`config.mk`:
```
export PLATFORM = sky130hd
export DESIGN_NAME = vsam_front
export DESIGN_NICKNAME = d
export VERILOG_FILES = /design/src/hw/rtl/vsam_pkg.sv /design/src/hw/rtl/vsam_fifo.sv /design/src/hw/rtl/vsam_front.sv
export SDC_FILE = /design/constraint.sdc
export NUM_CORES = 1
export LEC_CHECK = 0
export BUFFER_PORTS_ARGS = -buffer_cell sky130_fd_sc_hd__buf_2
export CORE_ASPECT_RATIO = 1.25
export CORE_UTILIZATION = 45
export DETAILED_ROUTE_END_ITERATION = 12
export PLACE_DENSITY_LB_ADDON = 0.1
export SLEW_MARGIN = 20
export SYNTH_ARGS = -nofsm -noshare
export SYNTH_HDL_FRONTEND = slang
export SYNTH_SLANG_ARGS = --single-unit
```
`constraint.sdc`:
```
create_clock -name clk -period 6.35 [get_ports clk]
set_input_delay 0.3175 -clock clk [delete_from_list [all_inputs] [get_ports clk]]
set_output_delay 0.3175 -clock clk [all_outputs]
set_load 0.005 [all_outputs]
```
`src/hw/rtl/vsam_pkg.sv`:
```
`timescale 1ns / 1ps
// ----------------------------------------------------------------------------
// vsam_pkg
// Shared types and constants for the voice slot mixer: command and result
// records, opcode, status and sequencer state codes.
// ----------------------------------------------------------------------------
package vsam_pkg;

  localparam int VOICES_DEF      = 30;
  localparam int STORE_WORDS_DEF = 65536;
  localparam int SAMPLE_W        = 16;
  localparam int ADDR_W          = 16;
  localparam int LEN_W           = 17;
  localparam int ACTION_W        = 2;
  localparam int STATUS_W        = 2;
  localparam int COUNT_W         = 5;
  localparam int ADDR_BIT_W      = 4;
  localparam int CMD_Q_DEPTH     = 2;
  localparam int RES_Q_DEPTH     = 2;

  typedef enum logic [ACTION_W-1:0] {
    ACT_WRITE = 2'd0,
    ACT_QUEUE = 2'd1,
    ACT_TICK  = 2'd2,
    ACT_NONE  = 2'd3
  } action_t;

  typedef enum logic [2:0] {
    CMD_WRITE,
    CMD_QUEUE,
    CMD_REJECT,
    CMD_TICK,
    CMD_NOP
  } cmd_kind_t;

  typedef enum logic [STATUS_W-1:0] {
    STS_OK       = 2'd0,
    STS_NO_SLOT  = 2'd1,
    STS_ZERO_LEN = 2'd2
  } status_t;

  typedef enum logic [2:0] {
    B_IDLE,
    B_REDUCE,
    B_WRITE,
    B_SCAN,
    B_TICK,
    B_EMIT
  } back_state_t;

  typedef struct packed {
    cmd_kind_t                   kind;
    logic [ADDR_W-1:0]           addr;
    logic signed [SAMPLE_W-1:0]  value;
    logic [LEN_W-1:0]            len;
  } cmd_t;

  typedef struct packed {
    logic signed [SAMPLE_W-1:0]  mixed_sample;
    status_t                     status;
    logic [COUNT_W-1:0]          slot_taken;
    logic [COUNT_W-1:0]          active_count;
  } result_t;

endpackage

```
`src/hw/rtl/vsam_fifo.sv`:
```
`timescale 1ns / 1ps
// ----------------------------------------------------------------------------
// vsam_fifo
// Small register-based queue with push/full and pop/empty handshakes.
// ----------------------------------------------------------------------------
module vsam_fifo #(
  parameter int WIDTH = 8,
  parameter int DEPTH = 2
) (
  input  logic             clk,
  input  logic             rst_n,
  input  logic             push,
  input  logic [WIDTH-1:0] wdata,
  output logic             full,
  input  logic             pop,
  output logic [WIDTH-1:0] rdata,
  output logic             empty
);

  localparam int PW = (DEPTH > 1) ? $clog2(DEPTH) : 1;
  localparam int NW = $clog2(DEPTH + 1);

  logic [WIDTH-1:0] mem_r [DEPTH];
  logic [PW-1:0]    wr_ptr_r, wr_ptr_nxt;
  logic [PW-1:0]    rd_ptr_r, rd_ptr_nxt;
  logic [NW-1:0]    count_r, count_nxt;
  logic             do_push, do_pop;

  assign full    = (count_r == NW'(DEPTH));
  assign empty   = (count_r == '0);
  assign do_push = push && !full;
  assign do_pop  = pop && !empty;
  assign rdata   = mem_r[rd_ptr_r];

  always_comb begin
    wr_ptr_nxt = wr_ptr_r;
    rd_ptr_nxt = rd_ptr_r;
    count_nxt  = count_r;
    if (do_push) begin
      wr_ptr_nxt = (wr_ptr_r == PW'(DEPTH - 1)) ? '0 : wr_ptr_r + 1'b1;
    end
    if (do_pop) begin
      rd_ptr_nxt = (rd_ptr_r == PW'(DEPTH - 1)) ? '0 : rd_ptr_r + 1'b1;
    end
    if (do_push && !do_pop) begin
      count_nxt = count_r + 1'b1;
    end else if (do_pop && !do_push) begin
      count_nxt = count_r - 1'b1;
    end
  end

  always_ff @(posedge clk) begin
    if (!rst_n) begin
      wr_ptr_r <= '0;
      rd_ptr_r <= '0;
      count_r  <= '0;
    end else begin
      wr_ptr_r <= wr_ptr_nxt;
      rd_ptr_r <= rd_ptr_nxt;
      count_r  <= count_nxt;
    end
  end

  always_ff @(posedge clk) begin
    if (do_push) begin
      mem_r[wr_ptr_r] <= wdata;
    end
  end

endmodule

```
`src/hw/rtl/vsam_front.sv`:
```
`timescale 1ns / 1ps
// ----------------------------------------------------------------------------
// vsam_front
// Input side: decodes each incoming transaction into a command kind and
// queues it for the voice engine.
// ----------------------------------------------------------------------------
module vsam_front (
  input  logic                                  clk,
  input  logic                                  rst_n,
  input  logic                                  in_push,
  output logic                                  in_full,
  input  logic [vsam_pkg::ACTION_W-1:0]         in_action,
  input  logic [vsam_pkg::ADDR_W-1:0]           in_address,
  input  logic signed [vsam_pkg::SAMPLE_W-1:0]  in_sample_value,
  input  logic [vsam_pkg::LEN_W-1:0]            in_sound_length,
  output logic                                  cmd_valid,
  input  logic                                  cmd_pop,
  output vsam_pkg::cmd_t                        cmd
);

  vsam_pkg::cmd_t                    cmd_in;
  logic [$bits(vsam_pkg::cmd_t)-1:0] q_rdata;
  logic                              q_empty;

  // Zero-length queue requests are rejected here, before any slot search.
  always_comb begin
    cmd_in.addr  = in_address;
    cmd_in.value = in_sample_value;
    cmd_in.len   = in_sound_length;
    case (vsam_pkg::action_t'(in_action))
      vsam_pkg::ACT_WRITE: cmd_in.kind = vsam_pkg::CMD_WRITE;
      vsam_pkg::ACT_QUEUE: begin
        cmd_in.kind = (in_sound_length == '0) ? vsam_pkg::CMD_REJECT
                                              : vsam_pkg::CMD_QUEUE;
      end
      vsam_pkg::ACT_TICK:  cmd_in.kind = vsam_pkg::CMD_TICK;
      default:             cmd_in.kind = vsam_pkg::CMD_NOP;
    endcase
  end

  vsam_fifo #(
    .WIDTH ($bits(vsam_pkg::cmd_t)),
    .DEPTH (vsam_pkg::CMD_Q_DEPTH)
  ) u_cmd_q (
    .clk   (clk),
    .rst_n (rst_n),
    .push  (in_push),
    .wdata (cmd_in),
    .full  (in_full),
    .pop   (cmd_pop),
    .rdata (q_rdata),
    .empty (q_empty)
  );

  assign cmd_valid = !q_empty;
  assign cmd       = vsam_pkg::cmd_t'(q_rdata);

endmodule

```
Word-level counts from Yosys, hierarchy flattened:

Memories as Yosys holds them, arrays and structs flattened. A register that Yosys moved wholly into a read port is not among the register bits.
Cells that the tools add are included.

* register bits after elaboration: 4
* bits in writable memories: 104
* input bits: 55
* output and inout bits: 54
* memories: 1

* add/sub/neg operators: 4
* equality and inequality tests: 3
* multiplexer cells: 10
* reductions and logical operators: 12

Memories
* u_cmd_q.mem_r: words 2, width 52, rd ports 1, clocked after memory_dff 1, wr ports 1, line vsam_fifo.sv:23 `logic [WIDTH-1:0] mem_r [DEPTH];`

Operator list (number)
* 17-bit zero test: 1
* 3-bit one-hot mux with 3 select lines: 1
* 1-bit two-way mux: 6
* 2-bit two-way mux: 3
* 2-bit equality test, second input constant: 2
* 1-bit logical AND: 4
* 1-bit zero test: 4
* 2-bit zero test: 2
* 1-bit adder, second input constant: 2
* 2-bit by 1-bit adder with 2-bit output, second input constant: 1
* 2-bit by 1-bit equality test with 1-bit output, second input constant: 1
* 2-bit nonzero test: 1
* 2-bit by 1-bit subtractor with 2-bit output, second input constant: 1

Depth between registers and ports, before layout:

* depth in word-level cells: 7
* mapped depth: 7
* depth with buffers taken out: 7

By module:

From an unflattened synthesis, not the netlist that was laid out.

* cells, all modules: 201
* area total of the unflattened synthesis: 4080.2 um^2

By module, submodules not included
* vsam_fifo: instances 1, cells each 187, area an instance 3985.1 um^2, sequential area each 3223.1 um^2
* vsam_front: instances 1, cells each 14, area an instance 95.1 um^2, sequential area each 0.0 um^2

Worst setup path before layout:

OpenSTA, ideal clock, no wires.

* path type: register to register
* start point: register u_cmd_q.count_r[0]
* end point: memory u_cmd_q.mem_r[0][0] (netlist name), enable pin
* library setup time: 528 ps
* data arrival time: 4177 ps
* slack: 1645 ps
* cell stages (with the launch flop): 4
* buffers on the path: 0
* clock period less this slack: 4705 ps
* cells stage by stage: dfxtp_1 -> nand2b_1 -> inv_1 -> nor3_1

* longest elaborated chain between the ends: 5

Ends and longest elaborated chain
* from (decl): line vsam_fifo.sv:26 `logic [NW-1:0] count_r, count_nxt;`
* from (signal assigned): line vsam_fifo.sv:60 `count_r <= count_nxt;`
* 2-bit equality test: line vsam_fifo.sv:29 `assign full = (count_r == NW'(DEPTH));`
* named net in_full: line vsam_front.sv:11 `output logic in_full,`
* 1-bit zero test: line vsam_fifo.sv:31 `assign do_push = push && !full;`
* 1-bit logical AND: line vsam_fifo.sv:31
* 1-bit two-way mux: line vsam_fifo.sv:65 `if (do_push) begin`
* 1-bit two-way mux (not written as such): line vsam_fifo.sv:66 `mem_r[wr_ptr_r] <= wdata;`
* to (decl): line vsam_fifo.sv:23

The timed path passes the listed nets, and every way through them passes these cells.

==> flow_summary.yaml <==
run_status:
  status: "finished clean"
hold_path:
  min_path_type: "input port to register"
  min_from: "in_sample_value[14]"
worst_setup_path:
  cp_max_fo: 31
  crit_type: "register to output pin"
  worstReg2RegStart: "u_cmd_q.count_r[0]"
  critPathCaptureType: "output pin"
  crit_arrival_ns: 2.06
  required_ns: 6.03
  startpoint_type: "register"
cells_and_area:
  layout-drive-gt1-share: 0.5697
  nets: 374
  synthToLayoutAreaGrowth_pct: 21.80
  layout_commonest_cell: "buf_2"
  diodes: 0
  final_cell_mix: "buf_2 (108), edfxtp_1 (104), mux2_2 (52)"
logic_synthesis:
  synth_seq_area_share: 0.7953
  ys_types: 25
  yosys.area_share.xor_xnor: 0.008645
  synth_fa_ha_area_frac: 0.003087
  yosys_warnings: 0
  synthesis.area_um2: 4053
  synth_top_family_by_area: "multiplexers"
  synth_area_per_cell_um2: 20.16
  yosys.area_share.simple: 0.02624
  synth_mux_area_frac: 0.1445
  syn_nets: 257
  synth-seq-cells: 109
  synth_compound_area_frac: 0.01142
  post_synth_inst_count: 201
power_and_ir_drop:
  total_power_w: 0.001767
  p_per_area_nw_per_um2: 358.0
  p_leak_nw: 1.853
  irDropWorstVdd_uv: 320.2
clock_network:
  cts_resized: 0
  clk_pin_slew_ns: 0.10
  cts-root-buf: "clkbuf_8"
  clockBufferDepth: 2
  cts_tree: "done"
  cts_setup_buffers: 0
  htreeDepth: 3
  cts-hold-fix-buffers: 0
  cts_buffers: 9
  clock-sinks: 109
  clock_latency_ns: 0.36
timing:
  min_period_ns: 2.375
  fin_worst_skew_ns: 0.004530
  max_freq_ghz: 0.4210
  max-slew-margin-rel: 0.5327
  rsz0062_at_grt: "no"
  fin_crit_sh: 0.3741
  hold_violations: 0
  fin_setup_tns_ns: 0
  finalMaxSlewViolations: 0
  worst_pin_slew_ns: 0.7010
  finalSetupViolCount: 0
placement:
  numPortBuffers: 108
  dp_hpwl_mm: 4.428
  gp_congestion: 0.6462
global_routing:
  grt_pass1_wl_mm: 9.942
  first_global_vias: 2055
  antenna_found_initial: 0
  grt_max_degree: 53
  grt_overflow: 0
  track_usage: 0.1486
floorplanning:
  fp.dieW_um: 86.88
  core_area_um2: 8701
  io_pins: 109
  num_rows: 38
  fp.dieArea_um2: 9392
  start_util: 0.4658
  dieHeight_um: 108.1
routing:
  drt_first_pass_iters: 4
  drc: 0
  antenna_left: 0
  wl_per_cell_um: 15.41
  via_count: 2144
  drt_wl_total_mm: 6.827
  drt_iter0_markers: 90
  avgViaCountPerCell: 4.840
run:
  cap_violations: 0
## cells by family after synthesis
logic type      after synthesis
flops                       109
compound gates                7
xor+xnor                      4
simple gates                 18
mux                          52
fa+ha+maj                     1
buf+inv                      10
## per-layer routing
layer	vias to the layer above	track usage	part of all wire
li1	1010	-	-
met5	-	0	0
met1	1061	0.1630	0.40
met4	0	0.06667	0.013
met3	7	0.05496	0.061
met2	66	0.2553	0.53
## power by group
group          total [W]  switching [W]  internal (W)
sequential      0.000948      0.0000444      0.000904
combinational   0.000424       0.000199      0.000225
clock           0.000395       0.000215      0.000181
## layout make-up
cell class | instances | area, µm²
Clock buffer | 11 | 131.4
Clock inverter | 5 | 52.55
Fill cell | 701 | 3765
Inverter | 4 | 15.01
Multi-Input combinational cell | 82 | 792.0
Sequential cell | 109 | 3224
Tap cell | 120 | 150.1
Timing Repair Buffer | 112 | 570.5
## worst paths after layout
| kind | cells past startpoint | end | slack (ns) |
|---|---|---|---|
| setup reg to reg | 3 | u_cmd_q.mem_r[1][25] | 4.65 |
| hold reg to reg | 2 | u_cmd_q.rd_ptr_r | 0.52 |
| hold / removal | 1 | u_cmd_q.mem_r[1][31] | 0.14 |
| setup / recovery | 3 | cmd[12] | 3.97 |
## flip-flops by register name (all words and copies together), names as in the netlist, named ones only
signal / flops
u_cmd_q.mem_r: 104
u_cmd_q.count_r: 2
u_cmd_q.wr_ptr_r: 1
u_cmd_q.rd_ptr_r: 1
## critical path, cell delays in order (launching register included)
cell and delay (ns):
dfxtp_2 0.68, buf_4 0.48, mux2_2 0.39, buf_2 0.13
## cells in the mapped netlist
cell | instances | area share
nand2b_1 | 2 | 0.0031
buf_2 | 5 | 0.0062
o21ai_0 | 2 | 0.0025
mux2_2 | 52 | 0.14
ha_1 | 1 | 0.0031
a21oi_1 | 1 | 0.0012
edfxtp_1 | 104 | 0.77
a31oi_1 | 1 | 0.0015
a41o_1 | 1 | 0.0025
or2_2 | 1 | 0.0015
o21a_1 | 1 | 0.0019
xor2_1 | 3 | 0.0065
xnor2_1 | 1 | 0.0022
dfxtp_1 | 5 | 0.025
nor3_1 | 2 | 0.0025
or3_1 | 1 | 0.0015
and2_1 | 1 | 0.0015
clkbuf_1 | 1 | 0.00093
and3_1 | 2 | 0.0031
a21boi_0 | 1 | 0.0019
nor3_2 | 1 | 0.0025
inv_1 | 4 | 0.0037
or4_4 | 1 | 0.0028
nor2_1 | 5 | 0.0046
nor4_1 | 2 | 0.0031
## through the flow
step	hold WS [ns]	cell area [µm²]	instances	worst slack, ns	utilization
5_1_grt	0.1040	4936	443	3.849	0.5673
6_report	0.1392	4936	443	3.975	0.5673
4_1_cts	0.1181	4936	443	3.908	0.5673
2_1_floorplan	0.4164	4053	201	1.645	-
3_3_place_gp	0.4871	4752	427	4.340	0.5462
3_5_place_dp	0.5064	4752	427	4.334	0.5462
No activity file was read; power rests on OpenSTA's default activity.
