File: config.mk
export PLATFORM = sky130hd
export DESIGN_NAME = vsam_fifo
export DESIGN_NICKNAME = d
export VERILOG_FILES = /design/src/hw/rtl/vsam_fifo.sv
export SDC_FILE = /design/constraint.sdc
export NUM_CORES = 1
export LEC_CHECK = 0
export ABC_AREA = 1
export BUFFER_PORTS_ARGS = -buffer_cell sky130_fd_sc_hd__buf_2
export CAP_MARGIN = 15
export CORE_MARGIN = 3
export CORE_UTILIZATION = 53
export DETAILED_ROUTE_END_ITERATION = 8
export GPL_ROUTABILITY_DRIVEN = 1
export HOLD_SLACK_MARGIN = 0.03
export PLACE_DENSITY = 0.76
export SLEW_MARGIN = 20
export SYNTH_ARGS = -nofsm -noshare
export SYNTH_HDL_FRONTEND = slang
export SYNTH_SLANG_ARGS = --single-unit
File: constraint.sdc
create_clock -name clk -period 3.8 [get_ports clk]
set_input_delay 0.38 -clock clk [delete_from_list [all_inputs] [get_ports clk]]
set_output_delay 0.38 -clock clk [all_outputs]
set_load 0.01 [all_outputs]
File: src/hw/rtl/vsam_fifo.sv
`timescale 1ns / 1ps
// ----------------------------------------------------------------------------
// vsam_fifo
// Small register-based queue with push/full and pop/empty handshakes.
// ----------------------------------------------------------------------------
module vsam_fifo #(
  parameter int WIDTH = 8,
  parameter int DEPTH = 2
) (
  input  logic             clk,
  input  logic             rst_n,
  input  logic             push,
  input  logic [WIDTH-1:0] wdata,
  output logic             full,
  input  logic             pop,
  output logic [WIDTH-1:0] rdata,
  output logic             empty
);

  localparam int PW = (DEPTH > 1) ? $clog2(DEPTH) : 1;
  localparam int NW = $clog2(DEPTH + 1);

  logic [WIDTH-1:0] mem_r [DEPTH];
  logic [PW-1:0]    wr_ptr_r, wr_ptr_nxt;
  logic [PW-1:0]    rd_ptr_r, rd_ptr_nxt;
  logic [NW-1:0]    count_r, count_nxt;
  logic             do_push, do_pop;

  assign full    = (count_r == NW'(DEPTH));
  assign empty   = (count_r == '0);
  assign do_push = push && !full;
  assign do_pop  = pop && !empty;
  assign rdata   = mem_r[rd_ptr_r];

  always_comb begin
    wr_ptr_nxt = wr_ptr_r;
    rd_ptr_nxt = rd_ptr_r;
    count_nxt  = count_r;
    if (do_push) begin
      wr_ptr_nxt = (wr_ptr_r == PW'(DEPTH - 1)) ? '0 : wr_ptr_r + 1'b1;
    end
    if (do_pop) begin
      rd_ptr_nxt = (rd_ptr_r == PW'(DEPTH - 1)) ? '0 : rd_ptr_r + 1'b1;
    end
    if (do_push && !do_pop) begin
      count_nxt = count_r + 1'b1;
    end else if (do_pop && !do_push) begin
      count_nxt = count_r - 1'b1;
    end
  end

  always_ff @(posedge clk) begin
    if (!rst_n) begin
      wr_ptr_r <= '0;
      rd_ptr_r <= '0;
      count_r  <= '0;
    end else begin
      wr_ptr_r <= wr_ptr_nxt;
      rd_ptr_r <= rd_ptr_nxt;
      count_r  <= count_nxt;
    end
  end

  always_ff @(posedge clk) begin
    if (do_push) begin
      mem_r[wr_ptr_r] <= wdata;
    end
  end

endmodule

Word-level counts from Yosys, hierarchy flattened
Memory sizes are Yosys's and may differ from the RTL's. A register that Yosys moved wholly into a read port is not among the register bits.
Index checks and enable logic that the tools add are counted.
W data, S select, Z words.
{"block": "op_classes", "eq_ne": 1, "reduce_logical": 10, "addsub": 4, "shift": 0, "order_cmp": 0, "bitwise": 0, "mux": 8, "multipliers": 0, "div_mod_pow": 0}
{"operator": "$mux W1", "count": 6}
{"operator": "$logic_and A1 B1 Y1", "count": 4}
{"operator": "$logic_not A1 Y1", "count": 4}
{"operator": "$mux W2", "count": 2}
{"operator": "$add A1 B1 Y1 const B", "count": 2}
{"operator": "$add A2 B1 Y2 const B", "count": 1}
{"operator": "$eq A2 B2 Y1 const B", "count": 1}
{"operator": "$logic_not A2 Y1", "count": 1}
{"operator": "$reduce_bool A2 Y1", "count": 1}
{"operator": "$sub A2 B1 Y2 const B", "count": 1}
{"block": "totals", "out_inout_bits": 10, "ram_bits": 16, "romBits": 0, "reg_bits": 4, "elab_cells": 27, "memories": 1, "latch_bits": 0}
{"memory": "mem_r", "depth": 2, "word_bits": 8, "rd": 1, "rd_ports_with_merged_regs": 1, "write_ports": 1, "line": "23", "source": "logic [WIDTH-1:0] mem_r [DEPTH];"}

Longest topological paths before layout
Gate-level depths: netlist of the first run.
{"block": "logic_depth", "depth_word": 7, "mapped_depth": 10, "mapped_depth_nobuf": 10}

Least setup slack after synthesis of the first run
No wires, ideal clock.
{"block": "synth_path", "path_kind": "register -> register", "startpoint": "register count_r[0]", "endpoint": "register count_r[1]", "path_stages_with_launch": 10, "slack_ns": 2.478, "arrival_ns": 1.258, "setup_ns": 0.064, "path_buffers": 0, "synth_period_minus_slack_ns": 1.322, "cell_sequence": "dfxtp_1 nor2_1 nor2_2 inv_1 ha_1 inv_1 nand3_1 nand2_1 inv_1 nor2_1"}
{"block": "synth_between", "elab_chain_cells": 6, "word_cells_on_any_way": 15}
{"item": "from (decl)", "line": "26", "source": "logic [NW-1:0] count_r, count_nxt;"}
{"item": "from (signal assigned)", "line": "60", "source": "count_r <= count_nxt;"}
{"item": "$logic_not A2 Y1 *", "line": "30", "source": "assign empty = (count_r == '0);"}
{"item": "net empty", "line": "17", "source": "output logic empty"}
{"item": "$logic_not A1 Y1 *", "line": "32", "source": "assign do_pop = pop && !empty;"}
{"item": "$logic_and A1 B1 Y1 *", "line": "32"}
{"item": "$logic_not A1 Y1", "line": "45", "source": "if (do_push && !do_pop) begin"}
{"item": "$logic_and A1 B1 Y1", "line": "45"}
{"item": "$mux W2 / $reduce_bool A2 Y1 (equally long branches)"}
The timed path passes the listed nets; every way through them passes the cells marked *. The select of a mux whose other input is x is not followed.
A chain may end at the register's enable or synchronous reset.

==> results of run 1 <==
==> logic make-up after synthesis <==
group / count (synthesis)
and+or+nand+nor: 19
adders and majority gates: 1
muxes: 8
DFF: 21
buffers and inverters: 10
AOI/OAI and AO/OA: 4
==> power groups by stage <==
stage,registers [mW],clock network (mW),logic [mW]
floorplan,0.313,0,0.139
finish,0.322,0.0980,0.185
CTS,0.322,0.102,0.188
global placement,0.325,0,0.181
global route,0.328,0.113,0.205
detailed placement,0.328,0,0.187
==> layout make-up <==
| type | instances | area, µm² |
|---|---|---|
| inverter | 9 | 33.8 |
| clock inverter | 1 | 5.00 |
| timing repair buffer | 21 | 105 |
| multi-input combinational | 32 | 204 |
| tap | 15 | 18.8 |
| clock buffer | 3 | 22.5 |
| fill | 95 | 413 |
| sequential | 21 | 581 |
==> path summary, 6_finish.rpt <==
kind	endpoint	slack, ns	depth (start not counted)
hold reg to reg	flip-flop	0.52	2
setup / recovery	rdata[1]	2.07	2
hold / removal	mem_r[0][4]$_DFFE_PP_	0.28	1
setup reg to reg	mem_r[0][0]$_DFFE_PP_	2.34	2
==> layer usage <==
layer / global-route usage (%) / vias up
met5: 0 / -
met4: 3.51 / 0
met3: 4.35 / 2
met2: 21.4 / 13
met1: 14.6 / 233
li1: - / 259
==> sequential cells by signal (all words and copies together) (netlist names), named ones only <==
| name | cells |
|---|---|
| count_r | 2 |
| mem_r | 16 |
| rd_ptr_r | 1 |
| wr_ptr_r | 1 |
==> critical path, cell delays in order (launching register included) <==
cell and delay, ns:
dfxtp_1 0.55, mux2_2 0.38, buf_2 0.14
==> placed cells by master, fill, tap and decap left out, drive strengths merged <==
| master | n |
|---|---|
| a21oi | 1 |
| buf | 21 |
| clkbuf | 3 |
| clkinv | 1 |
| dfxtp | 5 |
| edfxtp | 16 |
| ha | 1 |
| inv | 9 |
| mux2 | 8 |
| nand2 | 6 |
| nand3 | 1 |
| nand4 | 1 |
| nor2 | 11 |
| o21ai | 3 |
==> impl_metrics.py, run 1 <==
metrics = {
    "placed_design": {
        "numPortBuffers": 21,
        "gp_congestion": 0.734,
        "dpl_cell_area_um2": 942,
        "place_inst": 98,
        "place_ws_ns": 2.32,
        "place_hpwl_um": 967,
    },
    "logic_synthesis": {
        "synth_xor_area_share_pct": 0,
        "yosysWarnings": 0,
        "synth_area_leader_cell": "edfxtp_1",
        "synth.top_cell.area_share_pct": 58.4,
        "ys_ff_latch": 21,
        "synthCells": 63,
        "postSynthAreaPerCell_um2": 13.1,
        "synthesis.area_um2": 823,
        "synth_edf_count": 16,
        "synthSimpleGateAreaFrac_pct": 9.42,
        "synthFlopType": "edfxtp_1",
        "synth_top_family_by_area": "multiplexers",
        "synthTopCellsByArea": "edfxtp_1 58%, dfxtp_1 12%, mux2_2 11%",
        "synth_cell_type_count": 15,
        "yosys.area_share.adder_pct": 1.52,
        "ys_seq_area_share_pct": 70.5,
        "yosys-top-cells-count": "16 x edfxtp_1, 10 x nor2_1, 8 x inv_1, 8 x mux2_2, 6 x nand2_1",
        "synth_mux_area_share_pct": 10.9,
        "post-synth-top-count-cell": "edfxtp_1",
        "async_flop_share_pct": 0,
        "syn_nets": 76,
        "synth-compound-area-share_pct": 2.89,
    },
    "global_route": {
        "track_usage_pct": 12.5,
        "antenna_found_initial": 0,
        "grt_pass1_wl_um": 1760,
        "grt_max_degree": 13,
        "grt_pass1_vias": 440,
        "grt-ovfl-total": 0,
    },
    "drt": {
        "topRoutingLayerUsed": "met4",
        "via_per_inst": 4.97,
        "postRouteAntennaNets": 0,
        "drt_iter0_drc": 10,
        "route.met2.wl_um": 594,
        "met1_length_um": 539,
        "route.met3.wl_um": 77,
        "drc_errors": 0,
        "first_pass_iters": 3,
        "wire_per_inst_um": 12.0,
        "num_vias": 507,
        "wl_um": 1220,
    },
    "sta": {
        "fmax_ghz": 0.577,
        "rsz0062_at_grt": "no",
        "fin_tns_setup_ns": 0,
        "slew_viol_final": 0,
        "setup_ws_ns": 2.07,
        "hold_slack_ns": 0.277,
        "finalHoldViolations": 0,
        "tightest_slew_ns": 0.693,
        "fin_crit_sh_pct": 45.6,
        "setup_viol": 0,
        "slew_headroom_pct": 53.7,
        "finClkSkew_ns": 0.000958,
        "timing.final.crit_period_ns": 1.73,
    },
    "power_and_ir_drop": {
        "p_seq_share_pct": 53.2,
        "power_frac_comb_pct": 30.6,
        "power_density_mw_per_mm2": 624,
        "clkPwrFrac_pct": 16.2,
        "p_leak_nw": 0.411,
        "internal_power_uw": 414,
        "power.switching_uw": 191,
        "netSwitchingFraction_pct": 31.6,
        "ir_worst_vdd_mv": 0.451,
        "finalPower_uw": 605,
    },
    "worst_setup_path": {
        "worstSetupEndpointType": "output port",
        "worst_ep_required_time_ns": 3.42,
        "cp-start-kind": "flip-flop",
        "crit_type": "flip-flop to output port",
        "r2r_start": "count_r[0]$_SDFFE_PN0P_",
        "worstPathArrival_ns": 1.35,
        "worstPathMaxFanout": 8,
    },
    "clock_network": {
        "cts-buffers-inserted": 3,
        "clock-sinks": 21,
        "cts_hold_buf": 0,
        "postCtsSetupBuffers": 0,
        "clkTransAtPathRegs_ns": 0.11,
        "htreeDepth": 1,
        "ctsResizeCount": 0,
        "clock-root-buffer": "clkbuf_4",
        "insertion_delay_ns": 0.28,
        "cts_buffer_depth": 2,
        "cts_tree": "built",
    },
    "min_path": {
        "holdCritStartpoint": "wdata[4]",
        "hold_class": "input pin to flip-flop",
    },
    "flow_run": {
        "maxCapViolCount": 0,
    },
    "floorplanning": {
        "rows": 13,
        "initial_utilization_pct": 59.5,
        "coreArea_mm2": 0.00138,
        "die_w_um": 45.4,
        "boundaryPins": 22,
        "dieArea_mm2": 0.00206,
        "fp.dieH_um": 45.4,
    },
    "final_layout": {
        "area_growth_pct": 17.8,
        "drive_above_1_share_pct": 41.4,
        "fin_area_um2": 970,
        "nets": 101,
        "final_util_pct": 70.1,
        "diodes": 0,
        "instances_no_fill": 102,
    },
    "status": {
        "status": "completed",
    },
}
No activity file was read; power rests on OpenSTA's default activity.
==> run 2, diff against run 1 <==
- ABC_AREA: 1 -> 0
- CORE_UTILIZATION: 53 -> 44
- PLACE_DENSITY: 0.76 -> 0.67
- clock period: 3.8 -> 1.42 ns (I/O delays scaled with it)
==> run 2 against run 1 <==
  * The run now ends with negative setup slack left
  * Critical path depth rose by 5
  * Worst hold slack got worse by 0.17 ns
  * Die area rose by 16%
  * Non-clock buffer count rose by 16
  * Sequential share of layout area fell by 8.7 points
  * Wire length rose by 13%
  * Synthesized cell count fell by 21%
  * Area after synthesis fell by 1.7%
  * Largest power group unchanged
  * Highest routed layer unchanged
==> impl_metrics.py, run 2 <==
metrics = {
    "power_and_ir_drop": {
        "power_density_mw_per_mm2": 1610,
        "ir_worst_vdd_mv": 1.31,
        "p_leak_nw": 0.462,
    },
    "logic_synthesis": {
        "syn_nets": 63,
        "synthesis.area_um2": 810,
        "postSynthAreaPerCell_um2": 16.2,
        "post-synth-top-count-cell": "edfxtp_1",
        "ys_seq_area_share_pct": 71.7,
        "async_flop_share_pct": 0,
        "ys_ff_latch": 21,
        "yosys-top-cells-count": "16 x edfxtp_1, 8 x mux2_2, 5 x dfxtp_1",
        "yosysWarnings": 0,
        "synth_edf_count": 16,
        "synthFlopType": "edfxtp_1",
        "synthCells": 50,
        "synthTopCellsByArea": "edfxtp_1 59%, dfxtp_1 12%, mux2_2 11%",
        "synth.top_cell.area_share_pct": 59.4,
        "synth_area_leader_cell": "edfxtp_1",
        "synth_cell_type_count": 20,
    },
    "sta": {
        "tightest_slew_ns": 0.188,
        "fin_tns_setup_ns": -0.0162,
        "fmax_ghz": 0.696,
        "hold_slack_ns": 0.103,
        "timing.final.crit_period_ns": 1.44,
        "fin_crit_sh_pct": 101,
        "setup_viol": 1,
        "slew_viol_final": 0,
        "slew_headroom_pct": 87.5,
        "finalHoldViolations": 0,
        "setup_ws_ns": -0.0162,
        "rsz0062_at_grt": "yes",
        "finClkSkew_ns": 0.00457,
    },
    "min_path": {
        "hold_class": "input pin to flip-flop",
        "holdPathStages": 2,
        "holdCritStartpoint": "rst_n",
        "hold_end": "wr_ptr_r$_SDFFE_PN0N_",
    },
    "worst_setup_path": {
        "r2r_end": "count_r[1]$_SDFFE_PN0P_",
        "reg2regPathDepth": 7,
        "cp-start-kind": "flip-flop",
        "crit_type": "flip-flop to flip-flop",
        "r2r_start": "count_r[0]$_SDFFE_PN0P_",
        "worstPathArrival_ns": 1.66,
        "r2r_slack_ns": -0.02,
        "worst_ep_required_time_ns": 1.64,
        "worstSetupEndpointType": "flip-flop",
        "worstPathMaxFanout": 4,
    },
    "clock_network": {
        "cts-buffers-inserted": 3,
        "clock-sinks": 21,
        "cts_buffer_depth": 2,
        "cts_tree": "built",
        "insertion_delay_ns": 0.29,
        "clock-root-buffer": "clkbuf_4",
        "htreeDepth": 1,
        "clkTransAtPathRegs_ns": 0.11,
    },
    "placed_design": {
        "place_hpwl_um": 945,
        "place_inst": 100,
        "place_ws_ns": -0.0204,
        "gp_congestion": 0.652,
        "numPortBuffers": 21,
    },
    "drt": {
        "via_per_inst": 4.61,
        "num_vias": 526,
        "wire_per_inst_um": 12.1,
        "first_pass_iters": 4,
        "drc_errors": 0,
        "wl_um": 1380,
        "postRouteAntennaNets": 0,
        "drt_iter0_drc": 5,
    },
    "final_layout": {
        "diodes": 0,
        "instances_no_fill": 114,
        "area_growth_pct": 42.3,
        "final_util_pct": 71.5,
        "largestRegisters": "mem_r x16, count_r x2",
        "n_fill_cell": 122,
        "nets": 104,
        "drive_above_1_share_pct": 56.7,
        "final_cell_mix": "21 x buf_2, 16 x edfxtp_1, 8 x mux2_2, 8 x dlygate4sd3_1, 8 x buf_4",
        "largest_reg_flops": 16,
        "final_common_cell": "buf_2",
        "largest_register": "mem_r",
    },
    "floorplanning": {
        "dieArea_mm2": 0.00239,
        "rows": 14,
        "fp.dieH_um": 48.9,
        "die_w_um": 48.9,
        "boundaryPins": 22,
        "initial_utilization_pct": 50.2,
        "coreArea_mm2": 0.00161,
    },
    "global_route": {
        "grt_max_degree": 13,
        "grt-ovfl-total": 0,
        "track_usage_pct": 12.9,
        "grt_pass1_wl_um": 2340,
        "antenna_found_initial": 0,
        "grt_pass1_vias": 566,
    },
    "status": {
        "status": "finished, violations left",
        "failed_checks": "negative setup slack",
    },
    "flow_run": {
        "maxCapViolCount": 0,
    },
}
run 2: changes by cell type after synthesis, moves of 2 or more:
cell	previous run	this run
nor2_1	10	2
and2_1	0	3
inv_1	8	1
nand2_1	6	0
xnor2_1	0	2
run 2: critical path: stages, from the launching register on:
cell      delay, ns
dfxtp_4        0.37
nand2b_4       0.15
inv_4          0.07
nor2_2         0.04
ha_4           0.15
xor2_2         0.14
or3_1          0.30
a21boi_1       0.14
run 2: worst max path at each step:
| stage | startpoint | end | slack, ns | depth (start not counted) |
|---|---|---|---|---|
| 6_report | count_r[0]$_SDFFE_PN0P_ | count_r[1]$_SDFFE_PN0P_ | -0.02 | 7 |
| 5_1_grt | count_r[0]$_SDFFE_PN0P_ | count_r[1]$_SDFFE_PN0P_ | -0.09 | 7 |
| 4_1_cts | count_r[0]$_SDFFE_PN0P_ | count_r[1]$_SDFFE_PN0P_ | 0.002 | 7 |
| 3_5_place_dp | count_r[1]$_SDFFE_PN0P_ | count_r[1]$_SDFFE_PN0P_ | -0.02 | 7 |
| 3_3_place_gp | count_r[0]$_SDFFE_PN0P_ | count_r[1]$_SDFFE_PN0P_ | 0.01 | 6 |
| 2_1_floorplan | count_r[0]$_SDFFE_PN0P_ | count_r[1]$_SDFFE_PN0P_ | 0.01 | 6 |
run 2: timing repair:
| action | in CTS | in global routing |
|---|---|---|
| pin swaps | 1 | 0 |
| setup buffers | 2 | 0 |
| endpoints found under the setup margin | 9 | 9 |
| hold buffers | 7 | 1 |
| hold endpoints to repair | 14 | 2 |
| resized for setup | 7 | 2 |
run 2: area by class of cell:
| class | count | area [µm²] | area share (%) |
|---|---|---|---|
| inverter | 2 | 10.0 | 0.869 |
| clock buffer | 3 | 22.5 | 1.95 |
| multi-input combinational | 26 | 250 | 21.7 |
| clock inverter | 1 | 5.00 | 0.434 |
| timing repair buffer | 37 | 245 | 21.3 |
| sequential | 21 | 589 | 51.1 |
| tap | 24 | 30.0 | 2.61 |
run 2: per-layer routing:
| layer | global-route usage [%] | vias up | part of all wire, % |
|---|---|---|---|
| met3 | 3.67 | 2 | 4.9 |
| met5 | 0 | - | 0 |
| li1 | - | 265 | - |
| met2 | 23.8 | 15 | 53 |
| met4 | 5.21 | 0 | 0.87 |
| met1 | 13.6 | 244 | 41 |
run 2: per-stage QoR:
stage          total power, mW  cell area [µm²]
6_report                  1.86             1150
5_1_grt                   1.98             1150
4_1_cts                   1.85             1130
3_5_place_dp              1.50              996
3_3_place_gp              1.48              996
2_1_floorplan             1.26              821
run 2: cell families (layout without fill, tap and decap cells):
| logic type | count (synthesis) | after routing | synth area share [%] |
|---|---|---|---|
| flops | 21 | 21 | 71.7 |
| compound gates | 5 | 5 | 4.02 |
| xor+xnor | 3 | 3 | 3.25 |
| buf+inv | 3 | 43 | 1.54 |
| fa+ha+maj | 1 | 1 | 1.55 |
| mux | 8 | 8 | 11.1 |
| simple gates | 9 | 9 | 6.80 |
run 2: report_power, final:
| group | internal [mW] | total, mW | switching, mW |
|---|---|---|---|
| clock network | 0.105 | 0.272 | 0.167 |
| logic | 0.404 | 0.702 | 0.298 |
| registers | 0.800 | 0.887 | 0.0868 |
| total | 1.31 | 1.86 | 0.552 |
